File: src/rtl/core/tcbc_pkg.sv
`timescale 1ns / 1ps

package tcbc_pkg;

   localparam int CHAN_W     = 8;
   localparam int REG_W      = 24;
   localparam int COORD_W    = 10;
   localparam int CSR_DATA_W = 32;
   localparam int CSR_ADDR_W = 4;

   localparam int DEF_MAX_WIDTH  = 1024;
   localparam int DEF_MAX_HEIGHT = 1024;

   // Register indexes, taken from paddr[3:2].
   localparam logic [1:0] REG_FRONT_LOW  = 2'd0;
   localparam logic [1:0] REG_FRONT_HIGH = 2'd1;
   localparam logic [1:0] REG_BACK_LOW   = 2'd2;
   localparam logic [1:0] REG_BACK_HIGH  = 2'd3;

   localparam logic [REG_W-1:0] FRONT_LOW_RST  = 24'hFFFFFF;
   localparam logic [REG_W-1:0] FRONT_HIGH_RST = 24'h000000;
   localparam logic [REG_W-1:0] BACK_LOW_RST   = 24'h013C6E;
   localparam logic [REG_W-1:0] BACK_HIGH_RST  = 24'h035082;

   // Order in which the four quotients are computed.
   localparam logic [1:0] SEL_FRONT_X = 2'd0;
   localparam logic [1:0] SEL_FRONT_Y = 2'd1;
   localparam logic [1:0] SEL_BACK_X  = 2'd2;
   localparam logic [1:0] SEL_BACK_Y  = 2'd3;

   typedef struct packed {
      logic [CHAN_W-1:0] pixel_hue;
      logic [CHAN_W-1:0] pixel_sat;
      logic [CHAN_W-1:0] pixel_val;
      logic              line_end;
      logic              frame_end;
   } req_word_type;

   typedef struct packed {
      logic               found;
      logic [COORD_W-1:0] front_x;
      logic [COORD_W-1:0] front_y;
      logic [COORD_W-1:0] back_x;
      logic [COORD_W-1:0] back_y;
      logic [COORD_W-1:0] mid_x;
      logic [COORD_W-1:0] mid_y;
   } rsp_word_type;

   typedef struct packed {
      logic [REG_W-1:0] front_low;
      logic [REG_W-1:0] front_high;
      logic [REG_W-1:0] back_low;
      logic [REG_W-1:0] back_high;
   } cfg_type;

   typedef struct packed {
      logic       pix_take;
      logic       div_start;
      logic [1:0] div_sel;
      logic       quot_take;
      logic [1:0] quot_sel;
      logic       emit;
   } ctrl_cmd_type;

   typedef struct packed {
      logic both_hit;
      logic div_done;
      logic out_free;
   } dp_status_type;

   function automatic logic in_box(input logic [REG_W-1:0] lo, input logic [REG_W-1:0] hi,
                                   input logic [CHAN_W-1:0] h, input logic [CHAN_W-1:0] s,
                                   input logic [CHAN_W-1:0] v);
      logic hue_ok;
      logic sat_ok;
      logic val_ok;
      hue_ok = (lo[23:16] <= h) && (h <= hi[23:16]);
      sat_ok = (lo[15:8] <= s) && (s <= hi[15:8]);
      val_ok = (lo[7:0] <= v) && (v <= hi[7:0]);
      return hue_ok && sat_ok && val_ok;
   endfunction

endpackage

File: src/rtl/core/two_color_blob_centroid.sv
`timescale 1ns / 1ps
// Channel   Ports                              Word
// pixel in  req_valid, req_stall, req_data     req_word_type (hue, sat, val, line/frame end)
// result    rsp_valid, rsp_stall, rsp_data     rsp_word_type (found, centroids, midpoint)
// config    psel, penable, pwrite, paddr, ...  four 24-bit range registers at 4*i
//
// An ordinary pixel word is taken without a stall, so a line streams at one pixel per cycle.
// A frame-end word holds req_stall high until the result is emitted: one shared radix-2
// divider forms the four centroid quotients one bit per cycle, and the emit waits for a
// free output register. With a colour absent the divisions are skipped.
// A stalled result holds in the output register and only delays the next frame end.
// Reset is synchronous; it restores the range registers and clears all accumulators.

module two_color_blob_centroid #(
   parameter int MAX_WIDTH  = tcbc_pkg::DEF_MAX_WIDTH,
   parameter int MAX_HEIGHT = tcbc_pkg::DEF_MAX_HEIGHT
) (
   input  logic                            clock,
   input  logic                            reset,
   input  logic                            req_valid,
   output logic                            req_stall,
   input  tcbc_pkg::req_word_type          req_data,
   output logic                            rsp_valid,
   input  logic                            rsp_stall,
   output tcbc_pkg::rsp_word_type          rsp_data,
   input  logic                            psel,
   input  logic                            penable,
   input  logic                            pwrite,
   input  logic [tcbc_pkg::CSR_ADDR_W-1:0] paddr,
   input  logic [tcbc_pkg::CSR_DATA_W-1:0] pwdata,
   output logic [tcbc_pkg::CSR_DATA_W-1:0] prdata,
   output logic                            pready
);

   tcbc_pkg::cfg_type       cfg;
   tcbc_pkg::ctrl_cmd_type  cmd;
   tcbc_pkg::dp_status_type status;

   tcbc_regs u_regs (
      .clock   (clock),
      .reset   (reset),
      .psel    (psel),
      .penable (penable),
      .pwrite  (pwrite),
      .paddr   (paddr),
      .pwdata  (pwdata),
      .prdata  (prdata),
      .pready  (pready),
      .cfg     (cfg)
   );

   tcbc_ctrl u_ctrl (
      .clock         (clock),
      .reset         (reset),
      .req_valid     (req_valid),
      .req_frame_end (req_data.frame_end),
      .req_stall     (req_stall),
      .status        (status),
      .cmd           (cmd)
   );

   tcbc_dp #(
      .MAX_WIDTH  (MAX_WIDTH),
      .MAX_HEIGHT (MAX_HEIGHT)
   ) u_dp (
      .clock     (clock),
      .reset     (reset),
      .cfg       (cfg),
      .req_data  (req_data),
      .cmd       (cmd),
      .status    (status),
      .rsp_valid (rsp_valid),
      .rsp_stall (rsp_stall),
      .rsp_data  (rsp_data)
   );

endmodule

File: src/rtl/core/tcbc_regs.sv
`timescale 1ns / 1ps

module tcbc_regs (
   input  logic                                clock,
   input  logic                                reset,
   input  logic                                psel,
   input  logic                                penable,
   input  logic                                pwrite,
   input  logic [tcbc_pkg::CSR_ADDR_W-1:0]     paddr,
   input  logic [tcbc_pkg::CSR_DATA_W-1:0]     pwdata,
   output logic [tcbc_pkg::CSR_DATA_W-1:0]     prdata,
   output logic                                pready,
   output tcbc_pkg::cfg_type                   cfg
);

   tcbc_pkg::cfg_type cfg_ff;
   tcbc_pkg::cfg_type cfg_in;
   logic              wr_en;
   logic [1:0]        idx;
   logic [tcbc_pkg::REG_W-1:0] rd_val;

   assign pready = 1'b1;
   assign wr_en  = psel && penable && pwrite && pready;
   assign idx    = paddr[3:2];

   always_comb begin
      cfg_in = cfg_ff;
      if (wr_en) begin
         unique case (idx)
            tcbc_pkg::REG_FRONT_LOW:  cfg_in.front_low  = pwdata[tcbc_pkg::REG_W-1:0];
            tcbc_pkg::REG_FRONT_HIGH: cfg_in.front_high = pwdata[tcbc_pkg::REG_W-1:0];
            tcbc_pkg::REG_BACK_LOW:   cfg_in.back_low   = pwdata[tcbc_pkg::REG_W-1:0];
            tcbc_pkg::REG_BACK_HIGH:  cfg_in.back_high  = pwdata[tcbc_pkg::REG_W-1:0];
         endcase
      end
   end

   always_ff @(posedge clock) begin
      if (reset) begin
         cfg_ff.front_low  <= tcbc_pkg::FRONT_LOW_RST;
         cfg_ff.front_high <= tcbc_pkg::FRONT_HIGH_RST;
         cfg_ff.back_low   <= tcbc_pkg::BACK_LOW_RST;
         cfg_ff.back_high  <= tcbc_pkg::BACK_HIGH_RST;
      end else begin
         cfg_ff <= cfg_in;
      end
   end

   always_comb begin
      unique case (idx)
         tcbc_pkg::REG_FRONT_LOW:  rd_val = cfg_ff.front_low;
         tcbc_pkg::REG_FRONT_HIGH: rd_val = cfg_ff.front_high;
         tcbc_pkg::REG_BACK_LOW:   rd_val = cfg_ff.back_low;
         tcbc_pkg::REG_BACK_HIGH:  rd_val = cfg_ff.back_high;
      endcase
   end

   assign prdata = tcbc_pkg::CSR_DATA_W'(rd_val);
   assign cfg    = cfg_ff;

endmodule

File: src/rtl/core/tcbc_div.sv
`timescale 1ns / 1ps

module tcbc_div #(
   parameter int DVD_W = 36,
   parameter int DVS_W = 21,
   parameter int QUO_W = 10
) (
   input  logic             clock,
   input  logic             reset,
   input  logic             start,
   input  logic [DVD_W-1:0] dividend,
   input  logic [DVS_W-1:0] divisor,
   output logic             done,
   output logic [QUO_W-1:0] quotient
);

   localparam int CNT_W = $clog2(QUO_W + 1);

   logic [DVS_W-1:0] rem_ff;
   logic [DVS_W-1:0] rem_in;
   logic [QUO_W-1:0] quo_ff;
   logic [QUO_W-1:0] quo_in;
   logic [DVS_W-1:0] dvs_ff;
   logic [DVS_W-1:0] dvs_in;
   logic [CNT_W-1:0] cnt_ff;
   logic [CNT_W-1:0] cnt_in;
   logic             busy_ff;
   logic             busy_in;
   logic [DVS_W:0]   shifted;
   logic [DVS_W+1:0] diff;
   logic             ge;

   // The quotient is known to fit QUO_W bits, so the dividend bits above
   // that range already form a remainder below the divisor.
   assign shifted = {rem_ff, quo_ff[QUO_W-1]};
   assign diff    = {1'b0, shifted} - (DVS_W+2)'(dvs_ff);
   assign ge      = !diff[DVS_W+1];

   always_comb begin
      rem_in  = rem_ff;
      quo_in  = quo_ff;
      dvs_in  = dvs_ff;
      cnt_in  = cnt_ff;
      busy_in = busy_ff;
      if (start) begin
         rem_in  = DVS_W'(dividend >> QUO_W);
         quo_in  = dividend[QUO_W-1:0];
         dvs_in  = divisor;
         cnt_in  = CNT_W'(QUO_W);
         busy_in = 1'b1;
      end else if (busy_ff && (cnt_ff != '0)) begin
         rem_in = ge ? diff[DVS_W-1:0] : shifted[DVS_W-1:0];
         quo_in = QUO_W'({quo_ff, ge});
         cnt_in = cnt_ff - 1'b1;
      end else if (busy_ff) begin
         busy_in = 1'b0;
      end
   end

   always_ff @(posedge clock) begin
      if (reset) begin
         cnt_ff  <= '0;
         busy_ff <= 1'b0;
      end else begin
         cnt_ff  <= cnt_in;
         busy_ff <= busy_in;
      end
   end

   always_ff @(posedge clock) begin
      rem_ff <= rem_in;
      quo_ff <= quo_in;
      dvs_ff <= dvs_in;
   end

   assign done     = busy_ff && (cnt_ff == '0);
   assign quotient = quo_ff;

endmodule

File: src/rtl/core/tcbc_dp.sv
`timescale 1ns / 1ps

module tcbc_dp #(
   parameter int MAX_WIDTH  = tcbc_pkg::DEF_MAX_WIDTH,
   parameter int MAX_HEIGHT = tcbc_pkg::DEF_MAX_HEIGHT
) (
   input  logic                    clock,
   input  logic                    reset,
   input  tcbc_pkg::cfg_type       cfg,
   input  tcbc_pkg::req_word_type  req_data,
   input  tcbc_pkg::ctrl_cmd_type  cmd,
   output tcbc_pkg::dp_status_type status,
   output logic                    rsp_valid,
   input  logic                    rsp_stall,
   output tcbc_pkg::rsp_word_type  rsp_data
);

   localparam int CW = $clog2(MAX_WIDTH);
   localparam int RW = $clog2(MAX_HEIGHT);
   localparam logic [63:0] HIT_CAP = 64'(MAX_WIDTH) * 64'(MAX_HEIGHT);
   localparam logic [63:0] SX_CAP  = HIT_CAP * 64'(MAX_WIDTH - 1);
   localparam logic [63:0] SY_CAP  = HIT_CAP * 64'(MAX_HEIGHT - 1);
   localparam int HW  = $clog2(HIT_CAP + 64'd1);
   localparam int SXW = $clog2(SX_CAP + 64'd1);
   localparam int SYW = $clog2(SY_CAP + 64'd1);
   localparam int QW  = (CW > RW) ? CW : RW;
   localparam int SW  = (SXW > SYW) ? SXW : SYW;
   localparam int EW  = (QW + 1 > tcbc_pkg::COORD_W) ? QW + 1 : tcbc_pkg::COORD_W;

   logic [CW-1:0]  col_ff, col_in;
   logic [RW-1:0]  row_ff, row_in;
   logic [SXW-1:0] f_sx_ff, f_sx_in, b_sx_ff, b_sx_in;
   logic [SYW-1:0] f_sy_ff, f_sy_in, b_sy_ff, b_sy_in;
   logic [HW-1:0]  f_hit_ff, f_hit_in, b_hit_ff, b_hit_in;
   logic [SXW:0]   f_sx_add, b_sx_add;
   logic [SYW:0]   f_sy_add, b_sy_add;
   logic [HW:0]    f_hit_add, b_hit_add;
   logic [SXW-1:0] f_sx_sat, b_sx_sat;
   logic [SYW-1:0] f_sy_sat, b_sy_sat;
   logic [HW-1:0]  f_hit_sat, b_hit_sat;
   logic           f_match, b_match;
   logic           both_hit;

   logic [SW-1:0]  dvd;
   logic [HW-1:0]  dvs;
   logic           div_done;
   logic [QW-1:0]  quo;
   logic [QW-1:0]  quot_ff [4];

   logic           rsp_valid_ff, rsp_valid_in;
   tcbc_pkg::rsp_word_type rsp_data_ff, rsp_data_in;
   logic [QW:0]    mid_x_sum, mid_y_sum;
   logic [EW-1:0]  fx_ext, fy_ext, bx_ext, by_ext, mx_ext, my_ext;

   assign f_match = tcbc_pkg::in_box(cfg.front_low, cfg.front_high, req_data.pixel_hue,
                                     req_data.pixel_sat, req_data.pixel_val);
   assign b_match = tcbc_pkg::in_box(cfg.back_low, cfg.back_high, req_data.pixel_hue,
                                     req_data.pixel_sat, req_data.pixel_val);

   // Saturating accumulation of positions and hit counts.
   assign f_sx_add  = (SXW+1)'(f_sx_ff) + (SXW+1)'(col_ff);
   assign f_sy_add  = (SYW+1)'(f_sy_ff) + (SYW+1)'(row_ff);
   assign f_hit_add = (HW+1)'(f_hit_ff) + (HW+1)'(1);
   assign b_sx_add  = (SXW+1)'(b_sx_ff) + (SXW+1)'(col_ff);
   assign b_sy_add  = (SYW+1)'(b_sy_ff) + (SYW+1)'(row_ff);
   assign b_hit_add = (HW+1)'(b_hit_ff) + (HW+1)'(1);

   assign f_sx_sat  = (f_sx_add > (SXW+1)'(SX_CAP)) ? SXW'(SX_CAP) : f_sx_add[SXW-1:0];
   assign f_sy_sat  = (f_sy_add > (SYW+1)'(SY_CAP)) ? SYW'(SY_CAP) : f_sy_add[SYW-1:0];
   assign f_hit_sat = (f_hit_add > (HW+1)'(HIT_CAP)) ? HW'(HIT_CAP) : f_hit_add[HW-1:0];
   assign b_sx_sat  = (b_sx_add > (SXW+1)'(SX_CAP)) ? SXW'(SX_CAP) : b_sx_add[SXW-1:0];
   assign b_sy_sat  = (b_sy_add > (SYW+1)'(SY_CAP)) ? SYW'(SY_CAP) : b_sy_add[SYW-1:0];
   assign b_hit_sat = (b_hit_add > (HW+1)'(HIT_CAP)) ? HW'(HIT_CAP) : b_hit_add[HW-1:0];

   always_comb begin
      col_in   = col_ff;
      row_in   = row_ff;
      f_sx_in  = f_sx_ff;
      f_sy_in  = f_sy_ff;
      f_hit_in = f_hit_ff;
      b_sx_in  = b_sx_ff;
      b_sy_in  = b_sy_ff;
      b_hit_in = b_hit_ff;
      if (cmd.pix_take) begin
         if (f_match) begin
            f_sx_in  = f_sx_sat;
            f_sy_in  = f_sy_sat;
            f_hit_in = f_hit_sat;
         end
         if (b_match) begin
            b_sx_in  = b_sx_sat;
            b_sy_in  = b_sy_sat;
            b_hit_in = b_hit_sat;
         end
         priority if (req_data.frame_end) begin
            col_in = '0;
            row_in = '0;
         end else if (req_data.line_end) begin
            col_in = '0;
            if (row_ff != RW'(MAX_HEIGHT - 1)) begin
               row_in = row_ff + 1'b1;
            end
         end else if (col_ff != CW'(MAX_WIDTH - 1)) begin
            col_in = col_ff + 1'b1;
         end
      end else if (cmd.emit) begin
         f_sx_in  = '0;
         f_sy_in  = '0;
         f_hit_in = '0;
         b_sx_in  = '0;
         b_sy_in  = '0;
         b_hit_in = '0;
      end
   end

   always_ff @(posedge clock) begin
      if (reset) begin
         col_ff   <= '0;
         row_ff   <= '0;
         f_sx_ff  <= '0;
         f_sy_ff  <= '0;
         f_hit_ff <= '0;
         b_sx_ff  <= '0;
         b_sy_ff  <= '0;
         b_hit_ff <= '0;
      end else begin
         col_ff   <= col_in;
         row_ff   <= row_in;
         f_sx_ff  <= f_sx_in;
         f_sy_ff  <= f_sy_in;
         f_hit_ff <= f_hit_in;
         b_sx_ff  <= b_sx_in;
         b_sy_ff  <= b_sy_in;
         b_hit_ff <= b_hit_in;
      end
   end

   assign both_hit = (f_hit_ff != '0) && (b_hit_ff != '0);

   always_comb begin
      unique case (cmd.div_sel)
         tcbc_pkg::SEL_FRONT_X: begin
            dvd = SW'(f_sx_ff);
            dvs = f_hit_ff;
         end
         tcbc_pkg::SEL_FRONT_Y: begin
            dvd = SW'(f_sy_ff);
            dvs = f_hit_ff;
         end
         tcbc_pkg::SEL_BACK_X: begin
            dvd = SW'(b_sx_ff);
            dvs = b_hit_ff;
         end
         tcbc_pkg::SEL_BACK_Y: begin
            dvd = SW'(b_sy_ff);
            dvs = b_hit_ff;
         end
      endcase
   end

   tcbc_div #(
      .DVD_W (SW),
      .DVS_W (HW),
      .QUO_W (QW)
   ) u_div (
      .clock    (clock),
      .reset    (reset),
      .start    (cmd.div_start),
      .dividend (dvd),
      .divisor  (dvs),
      .done     (div_done),
      .quotient (quo)
   );

   always_ff @(posedge clock) begin
      if (cmd.quot_take) begin
         quot_ff[cmd.quot_sel] <= quo;
      end
   end

   assign mid_x_sum = (QW+1)'(quot_ff[tcbc_pkg::SEL_FRONT_X])
                    + (QW+1)'(quot_ff[tcbc_pkg::SEL_BACK_X]);
   assign mid_y_sum = (QW+1)'(quot_ff[tcbc_pkg::SEL_FRONT_Y])
                    + (QW+1)'(quot_ff[tcbc_pkg::SEL_BACK_Y]);

   assign fx_ext = EW'(quot_ff[tcbc_pkg::SEL_FRONT_X]);
   assign fy_ext = EW'(quot_ff[tcbc_pkg::SEL_FRONT_Y]);
   assign bx_ext = EW'(quot_ff[tcbc_pkg::SEL_BACK_X]);
   assign by_ext = EW'(quot_ff[tcbc_pkg::SEL_BACK_Y]);
   assign mx_ext = EW'(mid_x_sum[QW:1]);
   assign my_ext = EW'(mid_y_sum[QW:1]);

   always_comb begin
      rsp_data_in = rsp_data_ff;
      if (cmd.emit) begin
         rsp_data_in = '0;
         if (both_hit) begin
            rsp_data_in.found   = 1'b1;
            rsp_data_in.front_x = fx_ext[tcbc_pkg::COORD_W-1:0];
            rsp_data_in.front_y = fy_ext[tcbc_pkg::COORD_W-1:0];
            rsp_data_in.back_x  = bx_ext[tcbc_pkg::COORD_W-1:0];
            rsp_data_in.back_y  = by_ext[tcbc_pkg::COORD_W-1:0];
            rsp_data_in.mid_x   = mx_ext[tcbc_pkg::COORD_W-1:0];
            rsp_data_in.mid_y   = my_ext[tcbc_pkg::COORD_W-1:0];
         end
      end
   end

   always_comb begin
      rsp_valid_in = rsp_valid_ff;
      if (cmd.emit) begin
         rsp_valid_in = 1'b1;
      end else if (!rsp_stall) begin
         rsp_valid_in = 1'b0;
      end
   end

   always_ff @(posedge clock) begin
      if (reset) begin
         rsp_valid_ff <= 1'b0;
      end else begin
         rsp_valid_ff <= rsp_valid_in;
      end
   end

   always_ff @(posedge clock) begin
      rsp_data_ff <= rsp_data_in;
   end

   assign status.both_hit = both_hit;
   assign status.div_done = div_done;
   assign status.out_free = !rsp_valid_ff || !rsp_stall;

   assign rsp_valid = rsp_valid_ff;
   assign rsp_data  = rsp_data_ff;

endmodule

File: src/rtl/core/tcbc_ctrl.sv
`timescale 1ns / 1ps

module tcbc_ctrl (
   input  logic                    clock,
   input  logic                    reset,
   input  logic                    req_valid,
   input  logic                    req_frame_end,
   output logic                    req_stall,
   input  tcbc_pkg::dp_status_type status,
   output tcbc_pkg::ctrl_cmd_type  cmd
);

   localparam logic [1:0] ST_IDLE   = 2'd0;
   localparam logic [1:0] ST_CHECK  = 2'd1;
   localparam logic [1:0] ST_DIVIDE = 2'd2;
   localparam logic [1:0] ST_EMIT   = 2'd3;

   logic [1:0] state_ff, state_in;
   logic [1:0] sel_ff, sel_in;

   assign req_stall = (state_ff != ST_IDLE);

   always_comb begin
      state_in      = state_ff;
      sel_in        = sel_ff;
      cmd.pix_take  = 1'b0;
      cmd.div_start = 1'b0;
      cmd.quot_take = 1'b0;
      cmd.emit      = 1'b0;
      unique case (state_ff)
         ST_IDLE: begin
            if (req_valid) begin
               cmd.pix_take = 1'b1;
               if (req_frame_end) begin
                  state_in = ST_CHECK;
               end
            end
         end
         ST_CHECK: begin
            // With either colour absent there is nothing to divide.
            if (status.both_hit) begin
               cmd.div_start = 1'b1;
               sel_in        = tcbc_pkg::SEL_FRONT_X;
               state_in      = ST_DIVIDE;
            end else begin
               state_in = ST_EMIT;
            end
         end
         ST_DIVIDE: begin
            if (status.div_done) begin
               cmd.quot_take = 1'b1;
               if (sel_ff == tcbc_pkg::SEL_BACK_Y) begin
                  state_in = ST_EMIT;
               end else begin
                  sel_in        = sel_ff + 2'd1;
                  cmd.div_start = 1'b1;
               end
            end
         end
         ST_EMIT: begin
            if (status.out_free) begin
               cmd.emit = 1'b1;
               state_in = ST_IDLE;
            end
         end
      endcase
      cmd.div_sel  = sel_in;
      cmd.quot_sel = sel_ff;
   end

   always_ff @(posedge clock) begin
      if (reset) begin
         state_ff <= ST_IDLE;
         sel_ff   <= tcbc_pkg::SEL_FRONT_X;
      end else begin
         state_ff <= state_in;
         sel_ff   <= sel_in;
      end
   end

endmodule

File: config.mk
export PLATFORM = sky130hd
export DESIGN_NAME = two_color_blob_centroid
export DESIGN_NICKNAME = d
export VERILOG_FILES = /design/src/rtl/core/tcbc_pkg.sv /design/src/rtl/core/two_color_blob_centroid.sv /design/src/rtl/core/tcbc_regs.sv /design/src/rtl/core/tcbc_div.sv /design/src/rtl/core/tcbc_dp.sv /design/src/rtl/core/tcbc_ctrl.sv
export SDC_FILE = /design/constraint.sdc
export NUM_CORES = 1
export LEC_CHECK = 0
export CORE_UTILIZATION = 59
export CTS_CLUSTER_SIZE = 30
export DETAILED_ROUTE_END_ITERATION = 16
export DONT_BUFFER_PORTS = 1
export GPL_ROUTABILITY_DRIVEN = 0
export PLACE_DENSITY_LB_ADDON = 0.12
export RECOVER_POWER = 100
export SETUP_SLACK_MARGIN = 0.3
export SLEW_MARGIN = 20
export SYNTH_ARGS = -nofsm -noshare
export SYNTH_HDL_FRONTEND = slang
export SYNTH_HIERARCHICAL = 1
export SYNTH_SLANG_ARGS = --single-unit
export TNS_END_PERCENT = 20
File: constraint.sdc
create_clock -name clock -period 4.2 [get_ports clock]
set_input_delay 0.21 -clock clock [delete_from_list [all_inputs] [get_ports clock]]
set_output_delay 0.21 -clock clock [all_outputs]
set_load 0.01 [all_outputs]
==> parameters.txt <==
Parameter                              Value

Timing
  Final Hold Fails ... 0
  Final setup slack of the worst path ... 0.2661 ns
  Share of the clock period used by the worst path ... 0.9366
  Final clock skew ... 0.02144 ns
  Maximum clock rate ... 254.2 MHz
  Transition at the pin with the smallest max-transition slack ... 2.549 ns
  Worst Hold Margin ... 0.08485 ns
  Total Negative Setup Slacks ... 0 ns
  RSZ-0062 raised after global routing ... true
  Final setup violation count ... 0
  Final-report max-slew violation count ... 173
  Final critical path time including I/O delays and setup ... 3.934 ns
  Slew HR ... -0.7123

Synthesis
  Post-synthesis cell area ... 29,170 um^2
  Ys flop type ... sky130_fd_sc_hd__dfxtp_1
  Yosys cell types ... 120
  Most instantiated cells after synthesis ... 304 x sky130_fd_sc_hd__nor2_1, 289 x sky130_fd_sc_hd__dfxtp_1, 280 x sky130_fd_sc_hd__nand2_1
  Total number of yosys warnings ... 6
  Async set-or-reset flop fraction in the synthesized netlist ... 0
  Number of flops mapped to enable cells by yosys ... 152
  Mean Syn Cell Area ... 8.887 um^2
  Biggest area consumer among synthesized cells ... sky130_fd_sc_hd__dfxtp_1
  Syn Inst Count ... 3,282
  Area contributors post-synth ... sky130_fd_sc_hd__dfxtp_1 20%, sky130_fd_sc_hd__edfxtp_1 16%, sky130_fd_sc_hd__ha_1 8.0%
  Most frequent cell after synthesis ... sky130_fd_sc_hd__nor2_1
  Number of synthesized register bits ... 441
  Synth top area share ... 0.1984
  Sequential cell area fraction in the yosys report ... 0.3549

Power and ir drop
  Total power divided by cell area ... 307.4 nW/um^2
  Peak supply drop ... 0.3202 mV
  Net Sw Frac ... 0.2451
  P_leak ... 12.05 nW
  Clock power frac ... 0.450
  Net switching power ... 2.373 mW
  Cell internal pwr ... 7.311 mW
  Proportion of power drawn by flip-flops and latches ... 0.474
  Part of the power in combinational logic ... 0.075

Clock network
  CTS HTree Levels ... 2
  Clock sinks ... 441
  Maximum buffer depth of the clock tree ... 3
  TritonCTS clock tree ... yes
  TritonCTS Buffers ... 49
  Root buffer selected by CTS ... sky130_fd_sc_hd__clkbuf_16
  Clock network latency to the later pin of the worst-skew pair ... 0.61 ns
  Clock Pin Slew Worst Setup and Hold Paths ... 0.06 ns

Setup path
  Setup crit start kind ... register
  Beginning of the worst register-to-register path ... u_dp/col_ff[0]
  Required time at the endpoint of the critical path ... 4.72 ns
  Worst path max stage delay ... 0.48 ns
  Slowest stage cell, crit path ... sky130_fd_sc_hd__or4_1
  Worst Path Max Fanout ... 9
  R2R Setup Slk ... 0.27 ns
  Category of the most critical setup path ... reg -> reg
  Worst Reg-to-Reg Cells ... 13
  R2R Path End ... u_dp/b_sx_ff[18]
  Cells along the critical path ... ha_1 -> inv_1 -> fa_1 -> inv_1 -> a2111oi_2 -> o211ai_1 -> a2111oi_2 -> o211ai_1 -> and4bb_1 -> a41oi_2 -> or2_4 -> or4_1 -> a21oi_1
  Worst setup EP type ... register
  Worst endpoint data arrival time ... 4.45 ns

Global routing
  Global-route wire length before repair ... 126,000 um
  Initial antenna violation count ... 5
  Overall Global Routing Usage ... 0.3148
  Pin count of the biggest net entering global routing ... 208
  Remaining global-route overflow ... 0
  Via count of the first global-routing pass ... 23,256

Layout
  Share of layout cells above drive strength 1 ... 0.08461
  Area grow syn2layout ... 8.014%
  Final net count ... 3,498

Worst hold path
  Worst hold start ... rsp_stall
  Path class of the lowest-slack min-delay path ... in -> reg
  Worst min-delay path endpoint ... u_ctrl/state_ff[1]
  Number of cells on the worst hold path ... 4

Routing
  Number of DRC markers after the initial detailed-route iteration ... 2,303
  DRC viols ... 0
  Detailed-route vias per instance ... 6.299
  Post-detailed-route count of antenna-violating nets ... 0
  Number of search-and-repair iterations in the first detailed-routing pass ... 5
  Total via count after detailed routing ... 24,820
  Wirelength, routed ... 80,270 um
  Wire length per cell after detailed routing ... 20.37 um

Floorplanning
  Number of core rows ... 81
  Core area ... 48,850 um^2
  Area of the die ... 50,330 um^2
  Initial Util ... 0.5971
  Die Ht ... 224.3 um
  Count of boundary I/O pins ... 165
  Horiz. Die Dim ... 224.3 um

Placed design
  Worst slack after detailed placement ... 0.2579 ns
  PortBufs ... 0
  Estimated wirelength of the detail-placed design ... 58,480 um

Outcome
  Status ... complete, but fails checks
  Violations in the final reports ... capacitance limit, slew limit

Job
  Maximum Capacitance Violations ... 7
==> sequential cells by signal, summed over array words and instances, names as in the netlist <==
register,flops
u_regs/cfg,96
u_dp/rsp_data,61
u_dp/quot_ff,40
u_dp/b_sx_ff,30
u_dp/b_sy_ff,30
u_dp/f_sx_ff,30
u_dp/f_sy_ff,30
u_dp/b_hit_ff,21
u_dp/f_hit_ff,21
u_dp/u_div/dvs_ff,21
u_dp/u_div/rem_ff,21
u_dp/col_ff,10
u_dp/row_ff,10
u_dp/u_div/quotient,10
u_dp/u_div/cnt_ff,4
u_ctrl/sel_ff,2
u_ctrl/state_ff,2
u_dp/rsp_valid,1
u_dp/u_div/busy_ff,1
==> power groups by stage <==
stage / combinational, mW / clock, mW / sequential, mW
detailed placement: 0.653 / 0 / 4.69
global placement: 0.631 / 0 / 4.68
finish: 0.730 / 4.36 / 4.59
floorplan: 0.523 / 0 / 4.66
global route: 0.793 / 4.60 / 4.60
CTS: 0.724 / 4.44 / 4.59
==> metal layers <==
metal,vias to the layer above,track usage,routed length (um)
li1,11765,-,-
met1,11950,0.4229,34480
met2,908,0.5141,37350
met3,193,0.04363,5534
met4,4,0.1211,2883
met5,-,0,29
==> kinds of logic (layout without fill, tap and decap cells) <==
group / count (synthesis) / in the layout / share of synthesized area
xor gates and xnor gates: 108 / 108 / 0.03243
DFF: 441 / 441 / 0.3549
AOI/OAI and AO/OA: 725 / 725 / 0.1596
other: 2 / 11 / 0.0002575
and+or+nand+nor: 1241 / 1241 / 0.2184
muxes: 196 / 196 / 0.09232
adders and majority gates: 194 / 194 / 0.08502
buffers and inverters: 375 / 360 / 0.05714
==> critical path: cells and delay by family, from the launching register on <==
| family | cells | cell delay [ns] |
|---|---|---|
| buffers and inverters | 2 | 0.11 |
| AOI/OAI and AO/OA | 6 | 1.42 |
| and+or+nand+nor | 3 | 1.17 |
| adders and majority gates | 2 | 0.68 |
| DFF | 1 | 0.46 |
==> per-stage QoR <==
stage | util | area, um^2 | total power, mW | std cells
4_1_cts | 0.6456 | 31540 | 9.755 | 3936
6_report | 0.6449 | 31500 | 9.684 | 3940
3_3_place_gp | 0.6034 | 29480 | 5.313 | 3808
5_1_grt | 0.6449 | 31500 | 9.994 | 3939
3_5_place_dp | 0.6034 | 29480 | 5.339 | 3808
2_1_floorplan | - | 29200 | 5.186 | 3289
==> placed cells by master, fill, tap and decap left out, drive strengths merged, types with 32 or more instances in the layout <==
| master | count |
|---|---|
| nor2 | 306 |
| dfxtp | 289 |
| nand2 | 280 |
| o21ai | 238 |
| ha | 187 |
| inv | 182 |
| a21oi | 175 |
| edfxtp | 152 |
| nand3 | 112 |
| mux2i | 110 |
| nand2b | 98 |
| clkbuf | 84 |
| nor3 | 78 |
| nand4 | 65 |
| and2 | 65 |
| xnor2 | 64 |
| mux4 | 54 |
| and3 | 50 |
| a21o | 47 |
| nor2b | 44 |
| xor2 | 44 |
| a31oi | 43 |
| nor4 | 42 |
| buf | 38 |
| dlygate4sd3 | 37 |
| mux2 | 32 |
==> area by class of cell <==
type                       instances  area [um^2]
antenna                            2        5.005
clock buffer                      71         1453
clock inverter                    19        206.4
fill                            4058        17350
inverter                         182        683.2
multi-input combinational       2473        17210
sequential                       441        10350
tap                              664        830.8
timing repair buffer              88        767.0
==> repair_timing <==
| item | 4_1_cts | 5_1_grt |
|---|---|---|
| setup endpoints to repair | 19 | 100 |
| hold endpoints to repair | 167 | 0 |
| hold buffers | 38 | 0 |
| resized for setup | 1 | 16 |
| setup buffers | 0 | 2 |
| pin swaps | 0 | 1 |
==> worst max-delay path by stage <==
stage	start	endpoint	slack (ns)	cells past startpoint
finish	u_dp/col_ff[0]	u_dp/b_sx_ff[18]	0.27	13
global route	u_dp/col_ff[0]	u_dp/f_sx_ff[24]	0.12	13
CTS	u_dp/row_ff[0]	u_dp/b_sy_ff[5]	0.24	13
detailed placement	u_dp/row_ff[0]	u_dp/b_sy_ff[1]	0.26	13
global placement	u_dp/row_ff[0]	u_dp/f_sy_ff[12]	0.37	13
floorplan	u_dp/f_hit_ff[6]	u_dp/u_div/rem_ff[15]	0.13	16
Note: power is estimated with default switching activity, not from simulation.
